--- config.mk ---
export PLATFORM = sky130hd
export DESIGN_NAME = fplm_ctrl
export DESIGN_NICKNAME = d
export VERILOG_FILES = /design/src/hdl/fplm_pkg.sv /design/src/hdl/fplm_ctrl.sv
export SDC_FILE = /design/constraint.sdc
export NUM_CORES = 1
export LEC_CHECK = 0
export BUFFER_PORTS_ARGS = -buffer_cell sky130_fd_sc_hd__buf_2
export CORE_AREA = 2 2 39 41
export DETAILED_ROUTE_END_ITERATION = 8
export DIE_AREA = 0 0 41 43
export SKIP_LAST_GASP = 1
export SLEW_MARGIN = 10
export SYNTH_ARGS = -nofsm -noshare
export SYNTH_HDL_FRONTEND = slang
export SYNTH_SLANG_ARGS = --single-unit
--- constraint.sdc ---
create_clock -name i_clk -period 1 [get_ports i_clk]
set_input_delay 0.05 -clock i_clk [delete_from_list [all_inputs] [get_ports i_clk]]
set_output_delay 0.05 -clock i_clk [all_outputs]
set_load 0.05 [all_outputs]
--- src/hdl/fplm_pkg.sv ---
// ---------------------------------------------------------------------------
// fplm_pkg
// Shared types and constants for the five-plane local maximum check.
// ---------------------------------------------------------------------------
package fplm_pkg;

    localparam int DATA_W  = 32;
    localparam int IDX_W   = 16;
    localparam int PLANE_W = 3;
    localparam int CFG_W   = 17;
    localparam int CNT_W   = 17;
    localparam int NPLANES = 5;

    localparam logic [CNT_W-1:0] COUNT_MAX = 17'h1FFFF;

    // APB register indexes (byte address / 4)
    localparam logic REG_ROW_LENGTH = 1'b0;
    localparam logic REG_ROW_COUNT  = 1'b1;

    // Neighbor read step for planes 1 and 3
    typedef enum logic [2:0] {
        STEP_SELF,
        STEP_LEFT,
        STEP_RIGHT,
        STEP_UP,
        STEP_DOWN
    } t_step;

    // Controller to datapath commands
    typedef struct packed {
        logic  write;   // store one plane sample
        logic  load;    // capture a candidate
        logic  rd_en;   // issue the reads of one step
        t_step step;
        logic  finish;  // form the result into the output register
    } t_cmd;

    // Datapath to controller status
    typedef struct packed {
        logic out_free;
    } t_sts;

endpackage

--- src/hdl/fplm_ctrl.sv ---
// ---------------------------------------------------------------------------
// fplm_ctrl
// Sequencer: accepts items, steps the five neighbor reads, releases results.
// ---------------------------------------------------------------------------
module fplm_ctrl (
    input  logic           i_clk,
    input  logic           i_rst_n,
    input  logic           i_valid,
    input  logic           i_mode,
    output logic           o_ready,
    output fplm_pkg::t_cmd o_cmd,
    input  fplm_pkg::t_sts i_sts
);

    typedef enum logic [1:0] {
        S_IDLE,
        S_READ,
        S_TAIL,
        S_HOLD
    } t_state;

    t_state          r_state;
    fplm_pkg::t_step r_step;
    logic            w_accept;

    assign o_ready  = (r_state == S_IDLE);
    assign w_accept = i_valid && o_ready;

    // Commands from state
    always_comb begin
        o_cmd        = '0;
        o_cmd.write  = w_accept && !i_mode;
        o_cmd.load   = w_accept && i_mode;
        o_cmd.rd_en  = (r_state == S_READ);
        o_cmd.step   = r_step;
        o_cmd.finish = ((r_state == S_TAIL) || (r_state == S_HOLD)) && i_sts.out_free;
    end

    // State and step counter
    always_ff @(posedge i_clk) begin
        if (!i_rst_n) begin
            r_state <= S_IDLE;
            r_step  <= fplm_pkg::STEP_SELF;
        end else begin
            case (r_state)
                S_IDLE: begin
                    if (w_accept && i_mode) begin
                        r_state <= S_READ;
                        r_step  <= fplm_pkg::STEP_SELF;
                    end
                end
                S_READ: begin
                    case (r_step)
                        fplm_pkg::STEP_SELF:  r_step <= fplm_pkg::STEP_LEFT;
                        fplm_pkg::STEP_LEFT:  r_step <= fplm_pkg::STEP_RIGHT;
                        fplm_pkg::STEP_RIGHT: r_step <= fplm_pkg::STEP_UP;
                        fplm_pkg::STEP_UP:    r_step <= fplm_pkg::STEP_DOWN;
                        default: begin
                            r_step  <= fplm_pkg::STEP_SELF;
                            r_state <= S_TAIL;
                        end
                    endcase
                end
                S_TAIL: begin
                    r_state <= i_sts.out_free ? S_IDLE : S_HOLD;
                end
                S_HOLD: begin
                    if (i_sts.out_free) begin
                        r_state <= S_IDLE;
                    end
                end
                default: r_state <= S_IDLE;
            endcase
        end
    end

`ifndef SYNTHESIS
    a_check_starts: assert property (@(posedge i_clk) disable iff (!i_rst_n)
        (w_accept && i_mode) |=> (r_state == S_READ && r_step == fplm_pkg::STEP_SELF))
        else $error("check did not start its read sequence");

    a_reads_end: assert property (@(posedge i_clk) disable iff (!i_rst_n)
        (r_state == S_READ && r_step == fplm_pkg::STEP_DOWN) |=> (r_state == S_TAIL))
        else $error("read sequence did not end after the last step");

    a_blocked_holds: assert property (@(posedge i_clk) disable iff (!i_rst_n)
        (r_state == S_TAIL && !i_sts.out_free) |=> (r_state == S_HOLD && !o_ready))
        else $error("blocked result did not hold the sequencer");

    a_no_accept_busy: assert property (@(posedge i_clk) disable iff (!i_rst_n)
        (r_state == S_READ || r_state == S_TAIL) |-> !(o_cmd.write || o_cmd.load))
        else $error("item taken while a check is in progress");
`endif

endmodule

==> results.txt <==
----------------------------------------------------
[Routing]
  Average detailed-routed wire length per instance ... around 9.9 um
  Final routed DRC violation total ... 0
  Antenna Nets Post-Route ... 0
  Number of DRC markers after the initial detailed-route iteration ... 2
  Pre-Repair DR Iteration Count ... 3
  Final Routed Wirelength ... 672 um
  Vias post-DR ... 301
  Vias per cell ... approximately 4.4

[Critical path]
  Critical path arrival ... 1.10 ns
  Length in cells of the worst reg-to-reg path ... 3
  Crit Path Max Fanout ... 5
  Worst flop-to-flop path endpoint ... r_step[1]
  Crit. End Element ... output pin
  Type of the worst setup path ... register to output pin
  Beginning of the worst register-to-register path ... r_state[0]
  Required time of the critical path ... 0.95 ns
  Worst reg2reg setup slack ... -0.05 ns
  Startpoint class of the critical path ... register

[Floorplanning]
  Area of the die ... around 0.0018 mm2
  Die span in y ... 43 um
  Area of the core ... 0.001384 mm2
  Ports placed on the boundary ... 13
  Effective utilization at floorplan ... 0.1826
  Die W ... 41 um
  Cell Rows ... 14

[Clocking]
  H-tree levels ... 1
  Num CTS Buffers ... 3
  Number of sinks on the clock net ... 5
  Clock edge transition at the registers on the reported setup and hold paths ... 0.04 ns
  Maximum clock path buffer count ... 2
  Clock tree root buffer cell ... sky130_fd_sc_hd__clkbuf_4
  Clock latency of the later-clocked register in the worst-skew pair ... 0.24 ns
  TritonCTS clock tree ... yes

[Final layout]
  Number of standard cells in the final layout excluding fillers ... 68
  Layout filler cell count ... 149
  Area growth from synthesis to layout ... 103.0%
  Number of inserted diodes ... 0
  Share of the core filled with cells ... 0.3707
  Ratio of cells with drive above 1 in the final layout ... 0.7115
  Final nets ... 58

[STA]
  Number of setup violations in the final report ... 6
  Share of the clock period used by the worst path after layout ... 1.150
  Remaining max-slew budget at the tightest pin ... 0.8421
  Period minus WS final ... 1.150 ns
  Slew Viols, Final ... 0
  Achievable Freq ... 869.3 MHz
  Setup Total Neg Slack ... -0.4970 ns
  Setup repair after global routing missed its margin ... yes
  Setup ws final ... -0.1504 ns
  Number of endpoints with negative hold slack in the final report ... 0
  Clock skew after layout ... 0.005921 ns
  Worst Tran Pin Value ... 0.2344 ns

[Global route]
  Vias in the first global route ... 320
  All-Layer GR Usage ... 0.1055
  Met3 capacity usage during global routing ... 0.04712
  Final global-route overflow total ... 0
  Most heavily used metal layer in global routing ... met2
  Global-route wire length before repair ... between 1000 and 1500 um
  Met2 Resource Use GR ... 0.1438
  Maximum number of pins on one net before global-route repair ... 8
  Routing usage on met1 ... 0.1129
  Initial antenna violation count ... 0

[Power and ir drop]
  Maximum vdd drop ... roughly 0.00044 V
  Power per standard cell area ... around 1200 mW/mm2
  Pleak ... 0.2253 nW

[Place]
  Port bufs ... 12
  Routability congestion estimate ... between 0.7 and 0.8
  Detail Placement HPWL ... 475.9 um
  Cell count after placement ... 60

[Hold path]
  Path class of the lowest-slack min-delay path ... primary input to register
  Hold Path End ... r_state[1]
  Depth of the worst hold-timing path ... 3
  Startpoint of the tightest hold check path ... i_sts

[Logic synthesis]
  Post-Synthesis Cells ... 29
  Number of library cell types mapped by synthesis ... 18
  Synthesized cell area ... 252.7 um2
  Ys Warns ... 0
  Net Count, Synth ... 34
  Syn_area_per_cell ... 8.715 um2
  Flops & latches, synth ... 5
  Sequential cell area fraction in the yosys report ... 0.3960

[Run status]
  Status ... finished, violations left
  Violations in the final reports ... setup timing

[Run]
  Total of max-cap violations ... 0

----------------------------------------------------
==> synth_stat cells, drive strengths merged <==
cell	number	area [um2]
nor3	1	5.000
nor3b	1	18.77
nor4b	1	8.760
dfxtp	5	100.1
nand2	1	3.750
and3	1	6.260
nand3	1	5.000
nor2	3	11.26
a21oi	5	25.02
and2	1	6.260
a21o	1	8.760
nor2b	1	6.260
mux2	1	11.26
a311oi	1	8.760
o21ai	2	10.01
buf	1	7.510
nand2b	1	6.260
inv	1	3.750
==> final cells by class <==
type                    count  area [um2]  share of cell area
multi-input cells          22       180.2              0.3512
repair buffers             20       168.9              0.3293
flip-flops and latches      5       113.9              0.2220
clock buffers               4       26.28             0.05122
well taps                  16       20.02             0.03902
inverters                   1       3.754            0.007317
==> layout by cell type (no fill, tap or decap), types with 2 or more instances in the layout <==
| cell | n |
|---|---|
| sky130_fd_sc_hd__buf_4 | 8 |
| sky130_fd_sc_hd__buf_2 | 6 |
| sky130_fd_sc_hd__a21oi_1 | 3 |
| sky130_fd_sc_hd__clkbuf_4 | 3 |
| sky130_fd_sc_hd__buf_8 | 3 |
| sky130_fd_sc_hd__buf_6 | 3 |
| sky130_fd_sc_hd__dfxtp_4 | 3 |
| sky130_fd_sc_hd__a21oi_2 | 2 |
| sky130_fd_sc_hd__o21ai_0 | 2 |
| sky130_fd_sc_hd__nor2_1 | 2 |
| sky130_fd_sc_hd__dfxtp_2 | 2 |
==> metrics by stage <==
step / area [um2] / setup WS, ns / hold slack, ns / power, mW
final: 513.0 / -0.1504 / 0.08496 / 0.6114
after global routing: 513.0 / -0.1953 / 0.1068 / 0.6527
after CTS: 494.2 / -0.1683 / 0.08009 / 0.6142
after detailed placement: 394.1 / -0.1424 / 0.3402 / 0.3495
after global placement: 394.1 / -0.1040 / 0.3341 / 0.3488
after floorplan: 295.3 / -0.1277 / 0.1667 / 0.3104
==> worst max-delay path by stage <==
stage	from	endpoint	slack [ns]	cells past startpoint
final	r_state[0]	o_cmd[5]	-0.15	4
after global routing	r_state[0]	o_cmd[5]	-0.20	4
after CTS	r_state[0]	o_cmd[5]	-0.17	4
after detailed placement	r_state[1]	r_step[1]	-0.14	3
after global placement	r_state[1]	o_cmd[0]	-0.10	2
after floorplan	r_state[1]	o_cmd[6]	-0.13	2
==> routing by layer <==
metal,vias to the layer above,wire (um)
li1,151,-
met1,139,287
met2,9,322
met3,2,47
met4,0,14
met5,-,0
==> sequential cells by signal, indices dropped and copies added, names as in the netlist <==
| signal | count |
|---|---|
| r_step | 3 |
| r_state | 2 |
==> power by group <==
group	switching [mW]	internal, mW
clock network	0.0804	0.151
registers	0.00974	0.202
logic	0.0912	0.0775
==> logic make-up (layout without fill, tap and decap cells) <==
group	Yosys count	after routing	synth area share
simple gates	12	12	0.3070
buf+inv	2	25	0.04455
flops	5	5	0.3961
compound gates	9	9	0.2079
mux	1	1	0.04455
==> critical path, cell delays in order, from the launching register on <==
cell and delay, ns:
sky130_fd_sc_hd__dfxtp_4 0.36, sky130_fd_sc_hd__buf_6 0.12, sky130_fd_sc_hd__nor2_4 0.07, sky130_fd_sc_hd__and3_4 0.18, sky130_fd_sc_hd__buf_8 0.14
==> what timing repair did <==
item,in CTS,in global routing
hold buffers,0,0
pin swaps,1,0
resized for setup,17,3
setup endpoints to repair,11,9
setup buffers,3,1
Power figures use the tool's default switching activity.
